[config.mk]
export PLATFORM = sky130hd
export DESIGN_NAME = lsw_out
export DESIGN_NICKNAME = d
export VERILOG_FILES = /design/src/hdl/lsw_pkg.sv /design/src/hdl/lsw_out.sv
export SDC_FILE = /design/constraint.sdc
export NUM_CORES = 1
export LEC_CHECK = 0
export BUFFER_PORTS_ARGS = -buffer_cell sky130_fd_sc_hd__buf_2
export CORE_MARGIN = 2
export CORE_UTILIZATION = 55
export CTS_BUF_LIST = sky130_fd_sc_hd__clkbuf_2 sky130_fd_sc_hd__clkbuf_4 sky130_fd_sc_hd__clkbuf_8
export DETAILED_ROUTE_END_ITERATION = 6
export HOLD_SLACK_MARGIN = 0.08
export PLACE_DENSITY = 0.77
export SLEW_MARGIN = 20
export SYNTH_ARGS = -nofsm -noshare
export SYNTH_HDL_FRONTEND = slang
export SYNTH_SLANG_ARGS = --single-unit
[constraint.sdc]
create_clock -name clock -period 4 [get_ports clock]
set_input_delay 0.4 -clock clock [delete_from_list [all_inputs] [get_ports clock]]
set_output_delay 0.4 -clock clock [all_outputs]
set_load 0.02 [all_outputs]
[src/hdl/lsw_pkg.sv]
// Shared types, constants and the Laplacian window sum for the saliency weight map.
`default_nettype none

package lsw_pkg;

   localparam int PIX_W      = 8;
   localparam int DIM_W      = 11;
   localparam int ROW_W      = 12;
   localparam int SUM_W      = 13;
   localparam int MAG_W      = 12;
   localparam int PAIR_W     = 16;
   localparam int REQ_DATA_W = 16;
   localparam int RSP_DATA_W = 24;
   localparam int CSR_IDX_W  = 1;
   localparam int FIFO_DEPTH = 4;
   localparam int FIFO_PTR_W = 2;
   localparam int FIFO_CNT_W = 3;

   localparam logic OP_PIXEL = 1'b0;

   localparam logic [CSR_IDX_W-1:0] REG_FRAME_WIDTH  = 1'd0;
   localparam logic [CSR_IDX_W-1:0] REG_FRAME_HEIGHT = 1'd1;

   localparam logic [DIM_W-1:0] WIDTH_RESET  = 11'd640;
   localparam logic [DIM_W-1:0] HEIGHT_RESET = 11'd480;
   localparam logic [DIM_W-1:0] DIM_MIN      = 11'd3;

   // window indexed [column][row], column 0 left, row 0 top
   typedef logic [2:0][2:0][PIX_W-1:0] win_type;

   typedef struct packed {
      logic              load;
      logic              emit;
      logic              use_pre;
      logic              slot;
      logic              real_pix;
      logic              left;
      logic              right;
      logic              top;
      logic              bottom;
      logic              last;
      logic [PAIR_W-1:0] pix;
   } step_type;

   function automatic logic signed [SUM_W-1:0] lap_sum(input win_type px,
                                                       input logic lft,
                                                       input logic rgt,
                                                       input logic tp,
                                                       input logic bt);
      logic [SUM_W-2:0] acc;
      logic [SUM_W-1:0] ctr9;
      int               dr;
      int               dc;
      int               cs;
      int               rs;
      acc = '0;
      for (dr = 0; dr < 3; dr++) begin
         for (dc = 0; dc < 3; dc++) begin
            cs = dc;
            rs = dr;
            if (dc == 0 && lft) cs = 2;
            if (dc == 2 && rgt) cs = 0;
            if (dr == 0 && tp) rs = 2;
            if (dr == 2 && bt) rs = 0;
            acc = acc + (SUM_W-1)'(px[cs][rs]);
         end
      end
      ctr9 = {2'b00, px[1][1], 3'b000} + SUM_W'(px[1][1]);
      return $signed({1'b0, acc}) - $signed(ctr9);
   endfunction

endpackage

`default_nettype wire

[src/hdl/lsw_out.sv]
// Magnitudes, front weight select and the result queue.
`default_nettype none

module lsw_out (
   input  wire logic                              clock,
   input  wire logic                              reset,
   input  wire logic                              c_emit,
   input  wire logic                              c_last,
   input  wire logic signed [lsw_pkg::SUM_W-1:0]  c_front_sum,
   input  wire logic signed [lsw_pkg::SUM_W-1:0]  c_back_sum,
   output logic [lsw_pkg::FIFO_CNT_W-1:0]         fifo_level,
   output logic                                   rsp_tvalid,
   input  wire logic                              rsp_tready,
   output logic [lsw_pkg::RSP_DATA_W-1:0]         rsp_tdata,
   output logic                                   rsp_tlast
);

   import lsw_pkg::*;

   logic [MAG_W-1:0]      front_mag, back_mag;
   logic                  front_wins, push, pop;
   logic [RSP_DATA_W-1:0] entry;

   logic [RSP_DATA_W-1:0] queue_ff [FIFO_DEPTH];
   logic [FIFO_PTR_W-1:0] wr_ptr_ff, rd_ptr_ff;
   logic [FIFO_CNT_W-1:0] count_ff, count_in;

   always_comb begin
      front_mag  = c_front_sum[SUM_W-1] ? MAG_W'(-c_front_sum) : MAG_W'(c_front_sum);
      back_mag   = c_back_sum[SUM_W-1] ? MAG_W'(-c_back_sum) : MAG_W'(c_back_sum);
      front_wins = (back_mag <= front_mag);
      entry      = {c_last, back_mag[10:0], front_mag[10:0], front_wins};
      push       = c_emit;
      pop        = rsp_tvalid & rsp_tready;
      count_in   = count_ff + FIFO_CNT_W'(push) - FIFO_CNT_W'(pop);
   end

   always_ff @(posedge clock) begin
      if (reset) begin
         wr_ptr_ff <= '0;
         rd_ptr_ff <= '0;
         count_ff  <= '0;
      end else begin
         if (push) wr_ptr_ff <= wr_ptr_ff + 2'd1;
         if (pop) rd_ptr_ff <= rd_ptr_ff + 2'd1;
         count_ff <= count_in;
      end
   end

   always_ff @(posedge clock) begin
      if (push) begin
         queue_ff[wr_ptr_ff] <= entry;
      end
   end

   assign fifo_level = count_ff;
   assign rsp_tvalid = (count_ff != '0);
   assign rsp_tdata  = {1'b0, queue_ff[rd_ptr_ff][RSP_DATA_W-2:0]};
   assign rsp_tlast  = queue_ff[rd_ptr_ff][RSP_DATA_W-1];

endmodule

`default_nettype wire

==> impl_metrics.ini <==
[outcome]
status = finished, final reports clean

[synthesis]
netlist_area_um2 = 4680
synth_area_per_cell_um2 = 16.8
yosysSeqAreaShare_pct = 65.5
synth_top_area_share_pct = 61.6
synth_nets = 330
async_reset_ff_share_pct = 0
synth_edf_count = 96
synthTopCellsByArea = edfxtp_1, mux4_2, ha_1
synth_commonest_cells = edfxtp_1, mux4_2, ha_1, xnor2_1, inv_1
synth_cells = 278
yosysMostFrequentCell = edfxtp_1
synth_cell_type_count = 38
synth_seq_cells = 105
ys_warn_count = 0
yosysTopAreaCell = edfxtp_1
ys.flop_type = edfxtp_1

[worst_hold_path]
hold_class = in -> reg

[critical_path]
cp-start-kind = flip-flop
path_class = reg -> out
arrival_ns = 2.38
crit_fanout = 14
cp-end-kind = output pin
worst_ep_required_time_ns = 3.60

[timing]
timing.setup.tns_ns = 0
rsz0062_at_grt = false
drv_slew = 0
clock_skew_ns = 0.00992
finalHoldViolations = 0
fin_crit_sh_pct = 69.4
max_freq_mhz = 360
fin_crit_ns = 2.78
setup_violations = 0
hold_slack_ns = 0.262
tightest_slew_ns = 0.965
relSlewSlack_pct = 35.6

[detailed_routing]
wire_per_inst_um = 19.2
viasPerCell = 5.61
dr.pass1.iters = 4
drcViolationCount = 0
wirelength_um = 8750
ant_nets = 0
dr.first_iter.drc_count = 137
num_vias = 2551

[clocking]
clockBufferDepth = 2
root_buffer = clkbuf_8
cts_sinks = 105
ctsHoldBuffers = 0
cts_buffers = 9
clkSlewWorstSetupHoldPaths_ns = 0.10
cts_setup_buffers = 0
clk_latency_ns = 0.37
htree_levels = 3
cts-resized-gates = 0
cts_tree = built

[run]
max_cap_violations = 0

[pwr]
power_density_nw_per_um2 = 542
seq_power_share_pct = 46.8
power.switching_uw = 847
peakVddDrop_uv = 335
switching_share_pct = 29.1
power.share.clock_pct = 27.0
leakagePower_uw = 0.00193
p_int_uw = 2060
comb_power_share_pct = 26.3

[placement]
dp_hpwl_um = 6170
port_buffers = 58
place_congestion = 0.782

[global_routing]
grt_first_pass_wirelength_um = 13200
grt_pass1_vias = 2559
grt.total_usage_pct = 20.3
grt-ovfl-total = 0
antenna_found_initial = 0
grt_max_degree = 22

[final_layout]
nNetsFinal = 397
drive_gt1_share_pct = 32.0
n_antenna_cell = 0
syn_to_final_growth_pct = 14.9
fillerInstances = 600

[die]
ioPinCount = 60
die_w_um = 96.2
start_util_pct = 56.9
row_count = 33
die_height_um = 96.2
core_area_um2 = 8220
die_area_um2 = 9260
## per-layer routing
layer	GRT usage, %	wire, um	part of all wire [%]	vias to the layer above
met5	0	0	0	-
met4	6.07	66	0.75	0
met3	4.54	340	3.9	7
met2	35.5	4710	54	55
met1	25.3	3630	42	1290
li1	-	-	-	1199
## through the flow
| stage | area [um2] | std cells | total power, uW | util [%] | setup WS (ns) |
|---|---|---|---|---|---|
| floorplan | 4680 | 278 | 1920 | - | 1.25 |
| global placement | 5110 | 438 | 2130 | 62.2 | 1.03 |
| detailed placement | 5110 | 438 | 2160 | 62.2 | 0.945 |
| CTS | 5360 | 454 | 2930 | 65.2 | 1.15 |
| global route | 5370 | 455 | 3060 | 65.4 | 1.02 |
| finish | 5370 | 455 | 2910 | 65.4 | 1.22 |
## critical path, stage by stage (launching register included)
cell	delay, ns
dfxtp_1	0.97
buf_4	0.32
mux4_2	0.54
buf_2	0.18
## kinds of logic (layout without fill, tap and decap cells)
group                    count (synthesis)  after routing  synth area share [%]
adder cells (fa/ha/maj)                 21             21                  5.78
AND/OR/NAND/NOR                         44             44                  5.03
multiplexers                            25             25                  11.8
buffers and inverters                   24             96                  2.06
flip-flops                             105            105                  65.5
other                                    1              1                0.0802
AO/OA/AOI/OAI                           26             26                  3.80
XOR/XNOR                                32             32                  5.99
## layout make-up
type / count / area, um2 / share of cell area [%]
Multi-Input combinational cell: 149 / 1520 / 28.3
Timing Repair Buffer: 66 / 358 / 6.66
Clock buffer: 9 / 124 / 2.31
Clock inverter: 7 / 126 / 2.35
Sequential cell: 105 / 3060 / 57.0
Tap cell: 105 / 131 / 2.44
Inverter: 14 / 52.6 / 0.978
## worst paths after layout
kind	startpoint	end	slack (ns)	cells past startpoint
hold reg to reg	rd_ptr_ff[0]	flip-flop	0.56	2
setup reg to reg	fifo_level[0]	fifo_level[2]	1.93	9
setup / recovery	flip-flop	rsp_tdata[22]	1.22	3
hold / removal	c_last	queue_ff[1][23]	0.26	1
## registers in the layout, summed over array words and instances (netlist names), named ones only
| signal | count |
|---|---|
| queue_ff | 96 |
| fifo_level | 3 |
| rd_ptr_ff | 2 |
| wr_ptr_ff | 2 |
## layout by cell type (no fill, tap or decap), types with 3 or more instances in the layout
master and n:
a21oi_1 4, and2_1 4, buf_2 58, buf_4 7, bufinv_16 3, clkbuf_8 9
dfxtp_1 9, edfxtp_1 96, ha_1 20, inv_1 14, mux4_2 24, nand2_1 10
nand2b_1 3, nor2_1 11, o21ai_0 9, o31ai_1 5, or3_1 3, xnor2_1 20
xor2_1 12
## power by group through the flow
stage | logic (uW) | clock network, uW | registers, uW
3_5_place_dp | 772 | 0 | 1390
2_1_floorplan | 560 | 0 | 1360
3_3_place_gp | 752 | 0 | 1380
6_report | 764 | 785 | 1360
5_1_grt | 835 | 845 | 1380
4_1_cts | 775 | 793 | 1360
No activity file was read; power rests on OpenSTA's default activity.
