**config.mk**
```make
export PLATFORM = sky130hd
export DESIGN_NAME = lsw_ctrl
export DESIGN_NICKNAME = d
export VERILOG_FILES = /design/src/hdl/lsw_pkg.sv /design/src/hdl/lsw_ctrl.sv
export SDC_FILE = /design/constraint.sdc
export NUM_CORES = 1
export LEC_CHECK = 0
export BUFFER_PORTS_ARGS = -buffer_cell sky130_fd_sc_hd__buf_2
export CAP_MARGIN = 20
export CORE_MARGIN = 8
export CORE_UTILIZATION = 56
export CTS_BUF_LIST = sky130_fd_sc_hd__clkbuf_4 sky130_fd_sc_hd__clkbuf_8
export CTS_CLUSTER_SIZE = 24
export DETAILED_ROUTE_END_ITERATION = 8
export PLACE_DENSITY = 0.79
export SKIP_CTS_REPAIR_TIMING = 1
export SYNTH_ARGS = -nofsm -noshare
export SYNTH_HDL_FRONTEND = slang
export SYNTH_SLANG_ARGS = --single-unit
export TNS_END_PERCENT = 1
```
**constraint.sdc**
```tcl
create_clock -name clock -period 6.5 [get_ports clock]
set_input_delay 1.3 -clock clock [delete_from_list [all_inputs] [get_ports clock]]
set_output_delay 1.3 -clock clock [all_outputs]
set_load 0.01 [all_outputs]
```
**src/hdl/lsw_pkg.sv**
```systemverilog
// Shared types, constants and the Laplacian window sum for the saliency weight map.
`default_nettype none

package lsw_pkg;

   localparam int PIX_W      = 8;
   localparam int DIM_W      = 11;
   localparam int ROW_W      = 12;
   localparam int SUM_W      = 13;
   localparam int MAG_W      = 12;
   localparam int PAIR_W     = 16;
   localparam int REQ_DATA_W = 16;
   localparam int RSP_DATA_W = 24;
   localparam int CSR_IDX_W  = 1;
   localparam int FIFO_DEPTH = 4;
   localparam int FIFO_PTR_W = 2;
   localparam int FIFO_CNT_W = 3;

   localparam logic OP_PIXEL = 1'b0;

   localparam logic [CSR_IDX_W-1:0] REG_FRAME_WIDTH  = 1'd0;
   localparam logic [CSR_IDX_W-1:0] REG_FRAME_HEIGHT = 1'd1;

   localparam logic [DIM_W-1:0] WIDTH_RESET  = 11'd640;
   localparam logic [DIM_W-1:0] HEIGHT_RESET = 11'd480;
   localparam logic [DIM_W-1:0] DIM_MIN      = 11'd3;

   // window indexed [column][row], column 0 left, row 0 top
   typedef logic [2:0][2:0][PIX_W-1:0] win_type;

   typedef struct packed {
      logic              load;
      logic              emit;
      logic              use_pre;
      logic              slot;
      logic              real_pix;
      logic              left;
      logic              right;
      logic              top;
      logic              bottom;
      logic              last;
      logic [PAIR_W-1:0] pix;
   } step_type;

   function automatic logic signed [SUM_W-1:0] lap_sum(input win_type px,
                                                       input logic lft,
                                                       input logic rgt,
                                                       input logic tp,
                                                       input logic bt);
      logic [SUM_W-2:0] acc;
      logic [SUM_W-1:0] ctr9;
      int               dr;
      int               dc;
      int               cs;
      int               rs;
      acc = '0;
      for (dr = 0; dr < 3; dr++) begin
         for (dc = 0; dc < 3; dc++) begin
            cs = dc;
            rs = dr;
            if (dc == 0 && lft) cs = 2;
            if (dc == 2 && rgt) cs = 0;
            if (dr == 0 && tp) rs = 2;
            if (dr == 2 && bt) rs = 0;
            acc = acc + (SUM_W-1)'(px[cs][rs]);
         end
      end
      ctr9 = {2'b00, px[1][1], 3'b000} + SUM_W'(px[1][1]);
      return $signed({1'b0, acc}) - $signed(ctr9);
   endfunction

endpackage

`default_nettype wire

```
**src/hdl/lsw_ctrl.sv**
```systemverilog
// Frame position, flush drain, configuration registers and line store addressing.
`default_nettype none

module lsw_ctrl #(
   parameter int MAX_WIDTH  = 1024,
   parameter int MAX_HEIGHT = 1024,
   localparam int AW = (MAX_WIDTH > 1) ? $clog2(MAX_WIDTH) : 1
) (
   input  wire logic                               clock,
   input  wire logic                               reset,
   input  wire logic                               req_tvalid,
   output logic                                    req_tready,
   input  wire logic                               req_op,
   input  wire logic [lsw_pkg::PAIR_W-1:0]         req_pair,
   input  wire logic                               csr_valid,
   output logic                                    csr_ready,
   input  wire logic [lsw_pkg::CSR_IDX_W-1:0]      csr_index,
   input  wire logic [lsw_pkg::DIM_W-1:0]          csr_data,
   input  wire logic                               c_emit,
   input  wire logic [lsw_pkg::FIFO_CNT_W-1:0]     fifo_level,
   output logic                                    ram_rd_en,
   output logic [AW-1:0]                           ram_addr,
   output logic [1:0]                              ram_wr_en,
   output lsw_pkg::step_type                       step
);

   import lsw_pkg::*;

   function automatic logic [DIM_W-1:0] clamp_dim(input logic [DIM_W-1:0] v, input int hi);
      logic [DIM_W-1:0] res;
      res = v;
      if (v < DIM_MIN) res = DIM_MIN;
      else if (int'(v) > hi) res = DIM_W'(hi);
      return res;
   endfunction

   logic [DIM_W-1:0] w_ff, w_in, h_ff, h_in;
   logic [ROW_W-1:0] row_ff, row_in, pend_ff, pend_in;
   logic [DIM_W-1:0] col_ff, col_in;
   step_type         step_ff, step_in;

   logic             accept, is_pix, restart, advance, c_zero;
   logic [ROW_W-1:0] r0, row_adv, cr, h_ext;
   logic [DIM_W-1:0] c0, col_adv, cc;
   logic [ROW_W-1:0] col_inc;

   always_comb begin
      h_ext   = {1'b0, h_ff};
      accept  = req_tvalid & req_tready;
      is_pix  = (req_op == OP_PIXEL);
      restart = is_pix && ((row_ff >= h_ext) || (col_ff >= w_ff));
      r0      = restart ? '0 : row_ff;
      c0      = restart ? '0 : col_ff;
      advance = accept && (is_pix || (pend_ff != '0));
      c_zero  = (c0 == '0);
      col_inc = ROW_W'(c0) + 12'd1;
      if (col_inc >= {1'b0, w_ff}) begin
         col_adv = '0;
         row_adv = r0 + 12'd1;
      end else begin
         col_adv = DIM_W'(col_inc);
         row_adv = r0;
      end

      w_in    = w_ff;
      h_in    = h_ff;
      row_in  = row_ff;
      col_in  = col_ff;
      pend_in = pend_ff;
      if (csr_valid) begin
         case (csr_index)
            REG_FRAME_WIDTH: begin
               w_in = clamp_dim(csr_data, MAX_WIDTH);
            end
            REG_FRAME_HEIGHT: begin
               h_in = clamp_dim(csr_data, MAX_HEIGHT);
            end
            default: begin
            end
         endcase
         row_in  = '0;
         col_in  = '0;
         pend_in = '0;
      end else if (advance) begin
         if (is_pix) begin
            row_in  = row_adv;
            col_in  = col_adv;
            pend_in = (row_adv == h_ext) ? (ROW_W'(w_ff) + 12'd1) : '0;
         end else begin
            pend_in = pend_ff - 12'd1;
            if (pend_ff == 12'd1) begin
               row_in = '0;
               col_in = '0;
            end else begin
               row_in = row_adv;
               col_in = col_adv;
            end
         end
      end

      cr = c_zero ? (r0 - 12'd2) : (r0 - 12'd1);
      cc = c_zero ? (w_ff - 11'd1) : (c0 - 11'd1);
      step_in.load     = advance && (c_zero ? (r0 <= h_ext) : 1'b1);
      step_in.emit     = advance && (c_zero ? (r0 >= 12'd2) : (r0 >= 12'd1));
      step_in.use_pre  = c_zero;
      step_in.slot     = r0[0];
      step_in.real_pix = is_pix;
      step_in.left     = (cc == '0);
      step_in.right    = (cc == (w_ff - 11'd1));
      step_in.top      = (cr == '0);
      step_in.bottom   = (cr == (h_ext - 12'd1));
      step_in.last     = step_in.right && step_in.bottom;
      step_in.pix      = req_pair;
   end

   always_ff @(posedge clock) begin
      if (reset) begin
         w_ff    <= clamp_dim(WIDTH_RESET, MAX_WIDTH);
         h_ff    <= clamp_dim(HEIGHT_RESET, MAX_HEIGHT);
         row_ff  <= '0;
         col_ff  <= '0;
         pend_ff <= '0;
         step_ff <= '0;
      end else begin
         w_ff    <= w_in;
         h_ff    <= h_in;
         row_ff  <= row_in;
         col_ff  <= col_in;
         pend_ff <= pend_in;
         step_ff <= step_in;
      end
   end

   assign req_tready   = (FIFO_CNT_W'(fifo_level) + FIFO_CNT_W'(step_ff.emit)
                          + FIFO_CNT_W'(c_emit)) < FIFO_CNT_W'(FIFO_DEPTH);
   assign csr_ready    = 1'b1;
   assign ram_rd_en    = advance;
   assign ram_addr     = AW'(c0);
   assign ram_wr_en[0] = advance & is_pix & ~r0[0];
   assign ram_wr_en[1] = advance & is_pix & r0[0];
   assign step         = step_ff;

endmodule

`default_nettype wire

```
==> metrics.yaml <==
placement:
  io_buffers: 76
  gp_congestion: 1.02
  dpl.hpwl_mm: 19.6
  dpl_cell_area_mm2: 0.00812
  place_ws_ns: 0.242
  placed_cells: 1206
clocking:
  clock_latency_ns: 0.39
  cts_buffers: 9
  clk_path_buf_depth: 2
  tritoncts: "done"
  root_buffer: "clkbuf_8"
  cts_max_level: 3
  numClockSinks: 83
  clkSlewWorstSetupHoldPaths_ns: 0.09
sta:
  finalSetupViolations: 0
  fin_hold_ws_ns: 0.508
  max_freq_ghz: 0.166
  layout_setup_ws_ns: 0.472
  finalClockSkew_ns: 0.0184
  slew_violations: 0
  hold_viol_final: 0
  slew_headroom_pct: 33.1
  period_share_pct: 92.7
  fin_crit_ns: 6.03
  worst_slew_pin_slew_ns: 0.996
  rsz0062_at_grt: "no"
  finalSetupTns_ns: 0
routing:
  vias: 7895
  drt_iter0_markers: 1209
  routedWlPerCell_um: 20.7
  dr.pass1.iters: 6
  routed_wl_mm: 25.3
  drc_errors: 0
  viasPerCell: 6.46
  ant_nets: 0
worst_hold_path:
  holdCritStartpoint: "h_ff[10]"
  hold_path.class: "reg2reg"
  hold_end: "h_ff[10]"
  min_path_cells: 2
critical_path:
  r2r-start: "h_ff[2]"
  critPathKind: "reg2reg"
  r2r-end: "pend_ff[9]"
  cp_max_fo: 16
  worstRegToRegCells: 22
  cp.arrival_ns: 6.33
  worstSetupEndpointType: "flop"
  r2r_slack_ns: 0.47
  cp.buffers_inverters: 3
  slowest_stage: "o221a_2"
  start_kind: "flop"
  crit_required_ns: 6.80
  slowest_delay_ns: 0.57
  critical-path-top-delay-family: "compound AO/OA/AOI/OAI gates"
  crit_chain: "inv_1, ha_1, a211oi_1, o21ai_1, a2111oi_4, o221a_2, o21ai_0, inv_1, and4_1, xor2_1, ha_1, a22oi_1, o2111ai_1, o21ai_1, o21ai_0, buf_4, a311o_1, a2111o_1, o2111ai_1, nor3b_4, nand3_4, a211oi_2"
final_layout:
  mostFrequentLayoutCells: "nor2_1 (87), dfxtp_1 (82), buf_2 (76), nand2_1 (65), ha_1 (59)"
  utilization_pct: 63.9
  syn2layout_area_growth_pct: 12.3
  final_area_mm2: 0.00839
  final_layout_size_suffix_gt1_share_pct: 18.1
  mostFrequentLayoutCell: "nor2_1"
  n_antenna_cell: 0
  fin_cells: 1222
  nNetsFinal: 1137
yosys:
  synth_nets: 1063
  syn_area_per_cell_um2: 7.73
  synth_cell_types: 95
  yosysSeqAreaShare_pct: 22.2
  synth_flop_cell: "dfxtp_1"
  synthCells: 967
  synth_area_mm2: 0.00747
  yosysWarnings: 0
  synth_seq_cells: 83
  synth_edf_count: 0
  async_flop_share_pct: 0
run_status:
  status: "finished, final reports clean"
power:
  power_mw: 1.29
  leakagePower_nw: 3.51
  ir_drop_uv: 144
  power_density_mw_per_mm2: 154
grt:
  track_usage_pct: 28.6
  grt_pass1_wl_mm: 40.2
  grt-ovfl-total: 0
  antenna_found_initial: 0
  grt_pass1_vias: 7492
  grt_max_degree: 50
floorplan:
  die_h_um: 132
  die_w_um: 132
  die_area_mm2: 0.0173
  core_mm2: 0.0131
  io_pins: 78
  rows: 42
  initial_core_util_pct: 56.9
flow_run:
  cap_violations: 0
[synth_stat cells, types with 10 or more instances]
cell type  count  area (um^2)
o21a_1        17          128
a21oi_1       57          285
nand2_1       65          244
dfxtp_1       83         1660
clkbuf_1      41          154
nor4_1        17          106
nand3_1       38          190
xor2_1        13          114
a22oi_1       20          150
nor2_1        87          327
a31oi_1       10         62.6
nand4_1       15         93.8
xnor2_1       58          508
or3_1         10         62.6
and2_1        13         81.3
nor3_1        37          185
o21ai_0       41          205
and3_1        11         68.8
nor2b_1       23          144
ha_1          59          738
nand3b_1      10         75.1
inv_1         51          191
[worst max path at each step]
stage / start / to / slack, ns / cells after the start
after floorplan: h_ff[6] / pend_ff[0] / 0.1 / 29
after global placement: h_ff[5] / pend_ff[9] / 0.54 / 26
after detailed placement: h_ff[4] / pend_ff[9] / 0.24 / 26
after CTS: h_ff[4] / pend_ff[9] / 0.19 / 26
after global routing: h_ff[2] / pend_ff[0] / 0.01 / 22
final: h_ff[2] / pend_ff[9] / 0.47 / 22
[power breakdown]
part	internal (mW)	switching, mW	total [mW]
clock network	0.271	0.216	0.486
registers	0.525	0.0138	0.538
logic	0.102	0.162	0.264
total	0.897	0.391	1.29
[cells by family after synthesis]
family	count (synthesis)	share of synthesized area, %
buffers and inverters	119	7.48
multiplexers	9	1.31
other	1	0.0502
AO/OA/AOI/OAI	242	23.1
flip-flops	83	22.2
AND/OR/NAND/NOR	383	27.6
adder cells (fa/ha/maj)	59	9.88
XOR/XNOR	71	8.32
[routing by layer]
metal / vias up / global-route usage, % / routed length, um
met2: 533 / 43.0 / 10600
li1: 3662 / - / -
met3: 77 / 6.75 / 3080
met5: - / 0 / 0
met4: 0 / 10.1 / 731
met1: 3623 / 38.9 / 10900
[area by class of cell]
type | count | area [um^2]
inverter | 52 | 195
timing repair buffer | 130 | 786
multi-input combinational | 765 | 5270
tap | 176 | 220
clock buffer | 10 | 138
sequential | 83 | 1660
clock inverter | 6 | 119
fill | 1179 | 4750
[sequential cells by signal, summed over array words and instances, names as in the netlist]
signal and cells:
step 26, pend_ff 12, row_ff 12, col_ff 11, h_ff 11, w_ff 11
[worst min-delay path: cells and delay by family, from the launching register on]
family           cells  cell delay [ns]
AO/OA/AOI/OAI        1             0.05
flip-flops           1             0.35
AND/OR/NAND/NOR      1             0.06
Power figures use the tool's default switching activity.
