[config.mk]
export PLATFORM = sky130hd
export DESIGN_NAME = lsw_window
export DESIGN_NICKNAME = d
export VERILOG_FILES = /design/src/hdl/lsw_pkg.sv /design/src/hdl/lsw_window.sv
export SDC_FILE = /design/constraint.sdc
export NUM_CORES = 1
export LEC_CHECK = 0
export ABC_AREA = 1
export BUFFER_PORTS_ARGS = -buffer_cell sky130_fd_sc_hd__buf_2
export CORE_MARGIN = 2
export CORE_UTILIZATION = 40
export DETAILED_ROUTE_END_ITERATION = 12
export HOLD_SLACK_MARGIN = 0.03
export PLACE_DENSITY_LB_ADDON = 0.05
export SLEW_MARGIN = 15
export SYNTH_ARGS = -nofsm -noshare
export SYNTH_HDL_FRONTEND = slang
export SYNTH_SLANG_ARGS = --single-unit
[constraint.sdc]
create_clock -name clock -period 7.1 [get_ports clock]
set_clock_uncertainty 0.2 [all_clocks]
set_input_delay 1.42 -clock clock [delete_from_list [all_inputs] [get_ports clock]]
set_output_delay 1.42 -clock clock [all_outputs]
set_load 0.005 [all_outputs]
[src/hdl/lsw_pkg.sv]
// Shared types, constants and the Laplacian window sum for the saliency weight map.
`default_nettype none

package lsw_pkg;

   localparam int PIX_W      = 8;
   localparam int DIM_W      = 11;
   localparam int ROW_W      = 12;
   localparam int SUM_W      = 13;
   localparam int MAG_W      = 12;
   localparam int PAIR_W     = 16;
   localparam int REQ_DATA_W = 16;
   localparam int RSP_DATA_W = 24;
   localparam int CSR_IDX_W  = 1;
   localparam int FIFO_DEPTH = 4;
   localparam int FIFO_PTR_W = 2;
   localparam int FIFO_CNT_W = 3;

   localparam logic OP_PIXEL = 1'b0;

   localparam logic [CSR_IDX_W-1:0] REG_FRAME_WIDTH  = 1'd0;
   localparam logic [CSR_IDX_W-1:0] REG_FRAME_HEIGHT = 1'd1;

   localparam logic [DIM_W-1:0] WIDTH_RESET  = 11'd640;
   localparam logic [DIM_W-1:0] HEIGHT_RESET = 11'd480;
   localparam logic [DIM_W-1:0] DIM_MIN      = 11'd3;

   // window indexed [column][row], column 0 left, row 0 top
   typedef logic [2:0][2:0][PIX_W-1:0] win_type;

   typedef struct packed {
      logic              load;
      logic              emit;
      logic              use_pre;
      logic              slot;
      logic              real_pix;
      logic              left;
      logic              right;
      logic              top;
      logic              bottom;
      logic              last;
      logic [PAIR_W-1:0] pix;
   } step_type;

   function automatic logic signed [SUM_W-1:0] lap_sum(input win_type px,
                                                       input logic lft,
                                                       input logic rgt,
                                                       input logic tp,
                                                       input logic bt);
      logic [SUM_W-2:0] acc;
      logic [SUM_W-1:0] ctr9;
      int               dr;
      int               dc;
      int               cs;
      int               rs;
      acc = '0;
      for (dr = 0; dr < 3; dr++) begin
         for (dc = 0; dc < 3; dc++) begin
            cs = dc;
            rs = dr;
            if (dc == 0 && lft) cs = 2;
            if (dc == 2 && rgt) cs = 0;
            if (dr == 0 && tp) rs = 2;
            if (dr == 2 && bt) rs = 0;
            acc = acc + (SUM_W-1)'(px[cs][rs]);
         end
      end
      ctr9 = {2'b00, px[1][1], 3'b000} + SUM_W'(px[1][1]);
      return $signed({1'b0, acc}) - $signed(ctr9);
   endfunction

endpackage

`default_nettype wire

[src/hdl/lsw_window.sv]
// 3x3 window registers for both images and the signed Laplacian sums.
`default_nettype none

module lsw_window (
   input  wire logic                              clock,
   input  wire logic                              reset,
   input  wire lsw_pkg::step_type                 step,
   input  wire logic [lsw_pkg::PAIR_W-1:0]        rd_data0,
   input  wire logic [lsw_pkg::PAIR_W-1:0]        rd_data1,
   output logic                                   c_emit,
   output logic                                   c_last,
   output logic signed [lsw_pkg::SUM_W-1:0]       c_front_sum,
   output logic signed [lsw_pkg::SUM_W-1:0]       c_back_sum
);

   import lsw_pkg::*;

   win_type front_win_ff, front_win_in, back_win_ff, back_win_in;
   win_type front_use, back_use;
   logic [PAIR_W-1:0] top_pair, mid_pair, bot_pair;

   logic                     emit_ff, last_ff;
   logic signed [SUM_W-1:0]  front_sum_ff, back_sum_ff;

   always_comb begin
      top_pair = step.slot ? rd_data1 : rd_data0;
      mid_pair = step.slot ? rd_data0 : rd_data1;
      bot_pair = step.real_pix ? step.pix : top_pair;

      front_win_in = front_win_ff;
      back_win_in  = back_win_ff;
      if (step.load) begin
         front_win_in[0] = front_win_ff[1];
         front_win_in[1] = front_win_ff[2];
         front_win_in[2] = {bot_pair[15:8], mid_pair[15:8], top_pair[15:8]};
         back_win_in[0]  = back_win_ff[1];
         back_win_in[1]  = back_win_ff[2];
         back_win_in[2]  = {bot_pair[7:0], mid_pair[7:0], top_pair[7:0]};
      end
      front_use = step.use_pre ? front_win_ff : front_win_in;
      back_use  = step.use_pre ? back_win_ff : back_win_in;
   end

   always_ff @(posedge clock) begin
      if (reset) begin
         front_win_ff <= '0;
         back_win_ff  <= '0;
         emit_ff      <= 1'b0;
      end else begin
         front_win_ff <= front_win_in;
         back_win_ff  <= back_win_in;
         emit_ff      <= step.emit;
      end
   end

   always_ff @(posedge clock) begin
      last_ff      <= step.last;
      front_sum_ff <= lap_sum(front_use, step.left, step.right, step.top, step.bottom);
      back_sum_ff  <= lap_sum(back_use, step.left, step.right, step.top, step.bottom);
   end

   assign c_emit      = emit_ff;
   assign c_last      = last_ff;
   assign c_front_sum = front_sum_ff;
   assign c_back_sum  = back_sum_ff;

endmodule

`default_nettype wire

==> run metrics, run 1 <==
status complete, no violations; die width 199.1 µm; I/O pin count 88; total power 8.298 mW; Post-DRT Antenna Nets 0; asr flop ratio synth 0; fmax 0.1560 GHz; post-synth cell types 31; Final Critical Period 6.412 ns; CTS root buffer clkbuf_16; Worst Setup End Kind register; number of global-route vias before repair 13.12k; CTS tree built; syn nets 2566; Ys Warns 0; register area share after synthesis 0.2263; setup bufs post-CTS 0; arrival time worst endpoint 6.58 ns; Diodes inserted 0; hold path cells 2; WHS Endpoint back_win_ff[12]$_SDFF_PP0_; largest net degree at the start of global routing 111; Post-Synthesis Cells 2314; count leader, synth nand2_1; RSZ-0062 raised after global routing false; drt drc 0; drt pass-1 iters 5; Hold Violations, Final 0; Avg Vias per Cell 4.929; Pleak 8.763 nW; floorplan row count 71; die height 199.1 µm; Pwr per Cell Area 495.4 nW/µm²; Post-synth EDFFs 0; synth top area cells dfxtp_1, nand2_1, fa_1, inv_1, o21ai_0; syn_area_per_cell 6.577 µm²; hold_sp back_win_ff[12]$_SDFF_PP0_; Inserted Clock Buffers 17; Synth area leader dfxtp_1; mapped cell area 15220 µm²; Routed WL per cell 15.75 µm; max_cap viols 0; Initial Util 0.4050; Seq cells post-synth 172; Setup TNS 0 ns; Final setup viols 0; share of cells above drive strength 1 0.08089; Worst R2R End c_front_sum[8]$_DFF_P_; Clk pin slew, worst setup/hold paths 0.07 ns; Post-DP HPWL 33.83 mm; pin slew with the least headroom to its limit 0.9790 ns; Startpoint Class input port; drt first-iter violations 959; Slew HR 0.3473; Worst Path Max Fanout 23; R2R setup slack 1.80 ns; critical path class input port to register; clock buffer depth 2; Via Count 14.10k; Slew Limit Fails 0; final net count 2588; Synth top area share 0.2263; final WL 45.05 mm; Clock Latency Late Sink 0.48 ns; gr usage total 0.2375; R2R Path Start front_win_ff[34]$_SDFF_PP0_; initial antenna violation count 1; Hold Buf Count CTS 0; core area 37580 µm²; CTS-repair resized insts 0; Overflow after GRT 0; Most used DFF post-synth dfxtp_1; worst path required time 7.26 ns; die area 39620 µm²; first-pass GRT wire length 72.10 mm; area grow syn2layout 10.06%; # H-tree levels 4; final core occ 0.4457; Worst Hold Class register to register; IO buf count 87; synth cell count leaders nand2_1, inv_1, o21ai_0; Routability Congestion 0.8466; Worst Hold Slack 0.3111 ns; worst vdd rail ir drop 405.9 µV; reg2reg path depth 19; clock sinks 172; crit share post-route 0.9031
cell type report:
cell class	instances	area [µm²]
Tap cell	511	639.4
Clock inverter	13	131.4
Fill cell	4028	20830
Inverter	322	1211
Timing Repair Buffer	130	932.1
Multi-Input combinational cell	1693	9948
Sequential cell	172	3443
Clock buffer	19	442.9
cell usage in the layout (no fill, tap or decap), types with 12 or more instances in the layout:
cell | synthesis | routed
or2_2 | 12 | 12
buf_4 | 11 | 32
nand2_1 | 772 | 772
mux2i_1 | 19 | 19
buf_12 | 0 | 13
clkbuf_16 | 0 | 17
ha_1 | 72 | 72
buf_2 | 38 | 84
nand3_1 | 208 | 208
xor2_1 | 16 | 16
dfxtp_1 | 172 | 172
inv_1 | 318 | 318
o21ai_2 | 14 | 14
fa_1 | 120 | 120
nor2_1 | 160 | 160
o21ai_0 | 217 | 217
a21oi_1 | 26 | 26
o21ai_1 | 22 | 22
through the flow:
| step | instances | cell area (µm²) | setup WS, ns |
|---|---|---|---|
| finish | 2860 | 16750 | 0.6882 |
| global route | 2860 | 16750 | 0.3622 |
| CTS | 2860 | 16750 | 0.7873 |
| detailed placement | 2828 | 16170 | 0.2709 |
| global placement | 2828 | 16170 | 0.2260 |
| floorplan | 2314 | 15220 | 0.7793 |
sequential cells by signal, summed over array words and instances (netlist names):
register	count
c_last	1
back_win_ff	72
c_back_sum	13
front_win_ff	72
c_front_sum	13
c_emit	1
critical path: stages:
cell     delay [ns]
buf_2          0.11
inv_2          0.29
nand2_1        0.09
nand3_1        0.28
o21ai_0        0.18
o21ai_0        0.22
o21ai_0        0.13
fa_1           0.50
fa_1           0.41
inv_1          0.08
fa_1           0.43
fa_1           0.54
inv_1          0.05
fa_1           0.42
inv_1          0.06
ha_1           0.16
inv_1          0.07
fa_1           0.47
nor3_1         0.29
nor2_1         0.10
xnor2_1        0.26
worst max path at each step:
stage / slack (ns) / endpoint / cells after the start / start
final: 0.69 / c_front_sum[8]$_DFF_P_ / 21 / step[22]
after global routing: 0.36 / c_back_sum[12]$_DFF_P_ / 24 / step[22]
after CTS: 0.79 / c_front_sum[10]$_DFF_P_ / 24 / step[25]
after detailed placement: 0.27 / c_front_sum[10]$_DFF_P_ / 23 / step[22]
after global placement: 0.23 / c_front_sum[8]$_DFF_P_ / 22 / step[22]
after floorplan: 0.78 / c_front_sum[10]$_DFF_P_ / 27 / step[25]
power by group:
group,internal (mW),switching [mW],leakage (nW)
clock network,0.499,0.452,0.277
logic,2.38,3.70,7.06
registers,1.21,0.0500,1.42
cells by family (layout without fill, tap and decap cells):
kind of cell,after synthesis,count (layout),share of synthesized area
simple gates,1163,1163,0.3075
buf+inv,449,484,0.1200
compound gates,295,295,0.1029
fa+ha+maj,192,192,0.2171
flops,172,172,0.2263
xor+xnor,24,24,0.01381
mux,19,19,0.01250
metal layers:
layer | track usage | up-vias | share of wire
li1 | - | 7205 | -
met1 | 0.3781 | 6550 | 0.54
met2 | 0.3289 | 322 | 0.40
met3 | 0.03713 | 21 | 0.053
met4 | 0.05500 | 0 | 0.0083
met5 | 0 | - | 0
Note: power is estimated with default switching activity, not from simulation.
==> inputs of run 2 (changes only) <==
--- a/config.mk
+++ b/config.mk
@@ -7,6 +7,8 @@
 export LEC_CHECK = 0
 export ABC_AREA = 1
 export BUFFER_PORTS_ARGS = -buffer_cell sky130_fd_sc_hd__buf_2
+export CELL_PAD_IN_SITES_DETAIL_PLACEMENT = 0
+export CELL_PAD_IN_SITES_GLOBAL_PLACEMENT = 1
 export CORE_MARGIN = 2
 export CORE_UTILIZATION = 40
 export DETAILED_ROUTE_END_ITERATION = 12
==> run metrics, run 2 (synthesized netlist as in run 1, its figures left out) <==
Hold Violations, Final 0 (unchanged); M1 WL 19.04 mm (-22%); Max Used Layer met4; Post-DRT Antenna Nets 0 (unchanged); Hold Buf Count CTS 0 (unchanged); Routability Congestion 0.8186 (-3.3%); R2R Path Start front_win_ff[65]$_SDFF_PP0_; RSZ-0062 raised after global routing false; internal power 4.199 mW (+2.6%); # H-tree levels 4 (unchanged); most frequent cells in the layout nand2_1, inv_1, o21ai_0; Final Critical Period 6.388 ns (-0.02421 ns); Worst Setup End Kind register; Avg Vias per Cell 4.972 (+0.86%); Setup crit end c_front_sum[11]$_DFF_P_; max_cap viols 0 (unchanged); share of cells above drive strength 1 0.07699 (-0.003897); Gate power share 0.716 (-0.017); worst vdd rail ir drop 557.5 µV (+37%); Clock Latency Late Sink 0.46 ns (-0.02 ns); Worst R2R End c_front_sum[10]$_DFF_P_; DP Worst Slack 0.1903 ns (-0.08058 ns); final WL 45.37 mm (+0.73%); die area 39620 µm² (unchanged); die height 199.1 µm (unchanged); biggest regs back_win_ff (72), front_win_ff (72); Overflow after GRT 0 (unchanged); clock share of power 0.135 (+0.020); area grow syn2layout 10.23%; Worst Setup Slack, final 0.7124 ns (+0.02421 ns); Worst Hold Class register to register; Via Count 14.17k (+0.48%); final net count 2577 (-0.43%); pin slew with the least headroom to its limit 0.9115 ns (-0.06752 ns); Setup TNS 0 ns (unchanged); Pleak 8.755 nW (about the same); fillers 4064 (+0.89%); Worst Path Max Fanout 44 (+91%); met2 WL 23.59 mm (+32%); I/O pin count 88 (unchanged); IO buf count 87 (unchanged); Clk pin slew, worst setup/hold paths 0.07 ns (about the same); status complete, no violations; reg2reg path depth 20 (+1); die width 199.1 µm (unchanged); core area 37580 µm² (unchanged); clock buffer depth 2 (unchanged); Worst Hold Slack 0.3019 ns (-0.009223 ns); met3 WL 1.227 mm (-49%); Slew HR 0.3923 (+0.04501); R2R setup slack 1.85 ns (+0.05 ns); Routed WL per cell 15.93 µm (+1.1%); fmax 0.1566 GHz (+0.38%); floorplan row count 71 (unchanged); commonest non-fill, non-tap cell in the layout nand2_1; worst path required time 7.24 ns (-0.02 ns); Post-DP HPWL 33.31 mm (-1.5%); largest net degree at the start of global routing 83 (-25%); drt first-iter violations 683 (-29%); Diodes inserted 0 (unchanged); Worst Setup SP step[25]; final core occ 0.4464 (+0.0006990); sw frac 0.5006 (-0.006255); Initial Util 0.4050 (unchanged); Reg power frac 0.150 (-0.002); setup bufs post-CTS 0 (unchanged); hold path cells 2 (unchanged); NetSw 4.209 mW (about the same); Slew Limit Fails 0 (unchanged); Final setup viols 0 (unchanged); drt drc 0 (unchanged); CTS tree built; CTS-repair resized insts 0 (unchanged); critical path class input port to register; clock sinks 172 (unchanged); gr usage total 0.2453 (+0.007858); Inserted Clock Buffers 17 (unchanged); number of global-route vias before repair 14.15k (+7.8%); drt pass-1 iters 5 (unchanged); arrival time worst endpoint 6.53 ns (-0.05 ns); Startpoint Class input port; first-pass GRT wire length 74.78 mm (+3.7%); CTS root buffer clkbuf_16; initial antenna violation count 0 (-1); crit share post-route 0.8997 (-0.003409); Pwr per Cell Area 501.2 nW/µm² (+1.2%)
## run 2: worst min path at each step
stage                               startpoint                          to
detailed placement  back_win_ff[39]$_SDFF_PP0_  back_win_ff[39]$_SDFF_PP0_
CTS                 back_win_ff[39]$_SDFF_PP0_  back_win_ff[39]$_SDFF_PP0_
floorplan           back_win_ff[63]$_SDFF_PP0_  back_win_ff[39]$_SDFF_PP0_
global placement    back_win_ff[14]$_SDFF_PP0_  back_win_ff[14]$_SDFF_PP0_
global route        back_win_ff[39]$_SDFF_PP0_  back_win_ff[39]$_SDFF_PP0_
finish              back_win_ff[39]$_SDFF_PP0_  back_win_ff[39]$_SDFF_PP0_
## run 2: cell type report
type | instances | area [µm²] | share of cell area
Clock inverter | 15 | 257.7 | 0.01537
Tap cell | 511 | 639.4 | 0.03811
Sequential cell | 172 | 3443 | 0.2053
Inverter | 322 | 1211 | 0.07220
Timing Repair Buffer | 119 | 849.6 | 0.05065
Clock buffer | 17 | 425.4 | 0.02536
Multi-Input combinational cell | 1693 | 9948 | 0.5930
## run 2: layer usage
metal	track usage	vias up
met2	0.4598	235
met4	0.09149	0
met5	0	-
li1	-	7173
met3	0.03376	59
met1	0.2815	6698
## run 2: power groups by stage
stage               clock, mW  combinational, mW  sequential (mW)
floorplan                   0               4.53             1.28
global placement            0               6.17             1.28
detailed placement          0               6.13             1.28
CTS                      1.16               6.17             1.26
global route             1.20               7.15             1.28
finish                   1.13               6.02             1.26
## run 2: per-stage QoR
stage                     instances  cell area (µm²)  total power [mW]
final                          2849            16770             8.408
after global routing           2849            16770             9.630
after CTS                      2849            16770             8.597
after detailed placement       2817            16090             7.411
after global placement         2817            16090             7.456
after floorplan                2314            15220             5.816
## run 2: worst max-delay path: stages
cell and delay (ns):
buf_6 0.12, inv_2 0.10, buf_12 0.24, a21oi_1 0.11, nand2_1 0.23, nand3_1 0.13, nand3_1 0.13, nand2_1 0.06
nand2_1 0.06, nand2_1 0.07, fa_1 0.57, inv_1 0.06, fa_1 0.50, inv_1 0.06, fa_1 0.55, fa_1 0.44
fa_1 0.49, inv_1 0.04, ha_1 0.33, inv_1 0.11, o21bai_1 0.13, o21ai_0 0.33, nand3_1 0.12, nand2_1 0.07
nand2_1 0.06
==> inputs of run 3 (changes only) <==
--- a/config.mk
+++ b/config.mk
@@ -9,9 +9,10 @@
 export BUFFER_PORTS_ARGS = -buffer_cell sky130_fd_sc_hd__buf_2
 export CELL_PAD_IN_SITES_DETAIL_PLACEMENT = 0
 export CELL_PAD_IN_SITES_GLOBAL_PLACEMENT = 1
-export CORE_MARGIN = 2
+export CORE_MARGIN = 8
 export CORE_UTILIZATION = 40
 export DETAILED_ROUTE_END_ITERATION = 12
+export GPL_TIMING_DRIVEN = 0
 export HOLD_SLACK_MARGIN = 0.03
 export PLACE_DENSITY_LB_ADDON = 0.05
 export SLEW_MARGIN = 15
==> run metrics, run 3 (synthesized netlist as in run 1, its figures left out) <==
largest net degree at the start of global routing 17 (-80%); crit share post-route 0.9644 (+0.06469); RSZ-0062 raised after global routing false; Clock Latency Late Sink 0.48 ns (+0.02 ns); Via Count 15.70k (+11%); IO buf count 82 (-5.7%); Pwr per Cell Area 481.4 nW/µm² (-4.0%); total power 8.121 mW (-3.4%); setup bufs post-CTS 0 (unchanged); Worst Setup End Kind register; biggest regs back_win_ff (72), front_win_ff (72); Slew HR 0.2422 (-0.1502); sw frac 0.5053 (+0.004709); most frequent cells in the layout nand2_1, inv_1, o21ai_0; Pleak 8.835 nW (+0.92%); Worst Hold Class register to register; R2R Path Start back_win_ff[66]$_SDFF_PP0_; drt first-iter violations 1409 (+110%); Worst Setup SP step[23]; drt pass-1 iters 6 (+1); CTS root buffer clkbuf_16; area grow syn2layout 10.85%; internal power 4.018 mW (-4.3%); number of global-route vias before repair 15.40k (+8.8%); Final Critical Period 6.847 ns (+0.4593 ns); Overflow after GRT 0 (unchanged); fmax 0.1461 GHz (-6.7%); Clk pin slew, worst setup/hold paths 0.07 ns (about the same); gr usage total 0.2958 (+0.05042); Routability Congestion 0.9644 (+18%); core area 37580 µm² (unchanged); Diodes inserted 0 (unchanged); I/O pin count 88 (unchanged); commonest non-fill, non-tap cell in the layout nand2_1; status complete, no violations; share of cells above drive strength 1 0.08529 (+0.008302); Post-DP HPWL 53.40 mm (+60%); drt drc 0 (unchanged); clock sinks 172 (unchanged); Gate power share 0.723 (+0.007); # H-tree levels 4 (unchanged); die height 211.1 µm (+6.0%); clock share of power 0.123 (-0.012); worst vdd rail ir drop 530.4 µV (-4.9%); initial antenna violation count 1 (+1); final net count 2667 (+3.5%); Slew Limit Fails 0 (unchanged); reg2reg path depth 22 (+10%); die area 44540 µm² (+12%); Setup TNS 0 ns (unchanged); hold_sp front_win_ff[13]$_SDFF_PP0_; max_cap viols 0 (unchanged); Final setup viols 0 (unchanged); hold path cells 2 (unchanged); Avg Vias per Cell 5.342 (+7.5%); Hold Violations, Final 0 (unchanged); floorplan row count 71 (unchanged); NetSw 4.103 mW (-2.5%); arrival time worst endpoint 7.01 ns (+0.48 ns); Routed WL per cell 22.13 µm (+39%); pin slew with the least headroom to its limit 1.125 ns (+0.2134 ns); CTS tree built; Initial Util 0.4050 (unchanged); critical path class input port to register; Inserted Clock Buffers 17 (unchanged); Startpoint Class input port; Post-DRT Antenna Nets 0 (unchanged); die width 211.1 µm (+6.0%); worst path required time 7.26 ns (+0.02 ns); first-pass GRT wire length 95.57 mm (+28%); Worst Path Max Fanout 10 (-77%); Reg power frac 0.154 (+0.004); final WL 65.01 mm (+43%); clock buffer depth 2 (unchanged)
-- run 3: cell types whose count changed in the layout (fill, tap and decap cells not counted), sizes merged --
cell / previous run / this run
bufinv: 6 / 2
clkinvlp: 3 / 2
clkinv: 2 / 6
buf: 119 / 151
inv: 326 / 324
clkbuf: 17 / 77
-- run 3: cell type report --
| cell class | instances | area, µm² |
|---|---|---|
| fill | 4068 | 20710 |
| multi-input combinational | 1693 | 9952 |
| sequential | 172 | 3443 |
| inverter | 322 | 1209 |
| tap | 511 | 639.4 |
| buffer | 127 | 634.4 |
| clock buffer | 19 | 442.9 |
| timing repair buffer | 82 | 410.4 |
| clock inverter | 12 | 138.9 |
-- run 3: stage by stage --
step                std cells  setup WS [ns]  area [µm²]    util  hold WS [ns]
floorplan                2314         0.7793       15220       -        0.2712
global placement         2907        -0.4359       16270  0.4329        0.2861
global route             2938        0.01018       16870  0.4489        0.3515
detailed placement       2907        -0.4176       16270  0.4329        0.3042
CTS                      2938        0.07158       16850  0.4484        0.3237
finish                   2938         0.2531       16870  0.4489        0.3261
-- run 3: critical path, cell delays in order --
cell      delay (ns)
buf_2           0.11
buf_2           0.28
buf_1           0.47
o21ai_0         0.32
o21ai_0         0.54
fa_1            0.55
fa_1            0.39
inv_1           0.07
fa_1            0.44
fa_1            0.54
inv_1           0.05
fa_1            0.42
inv_1           0.06
ha_1            0.20
inv_1           0.09
fa_1            0.48
nor3_1          0.29
o21bai_1        0.14
nand3_1         0.08
nand2_1         0.05
-- run 3: path summary, 6_finish.rpt --
check                                end  slack, ns
min          front_win_ff[13]$_SDFF_PP0_       0.33
max reg2reg       c_back_sum[10]$_DFF_P_       1.49
max              c_front_sum[10]$_DFF_P_       0.25
min reg2reg  front_win_ff[13]$_SDFF_PP0_       0.33
-- run 3: timing repair --
action                                  CTS  global route
hold buffers                              0             0
resized for setup                         0            22
endpoints found under the setup margin    0            11
-- run 3: layer usage --
metal	vias up	wire length, µm	track usage
li1	7349	-	-
met2	637	30080	0.4959
met5	-	0	0
met4	0	4926	0.1967
met3	174	4067	0.04228
met1	7536	25930	0.3495
-- run 3: power by group through the flow --
stage	registers (mW)	clock network [mW]	logic, mW
global placement	1.27	0	5.87
CTS	1.25	1.01	5.95
floorplan	1.28	0	4.53
finish	1.25	0.999	5.87
global route	1.27	1.05	6.98
detailed placement	1.28	0	5.91
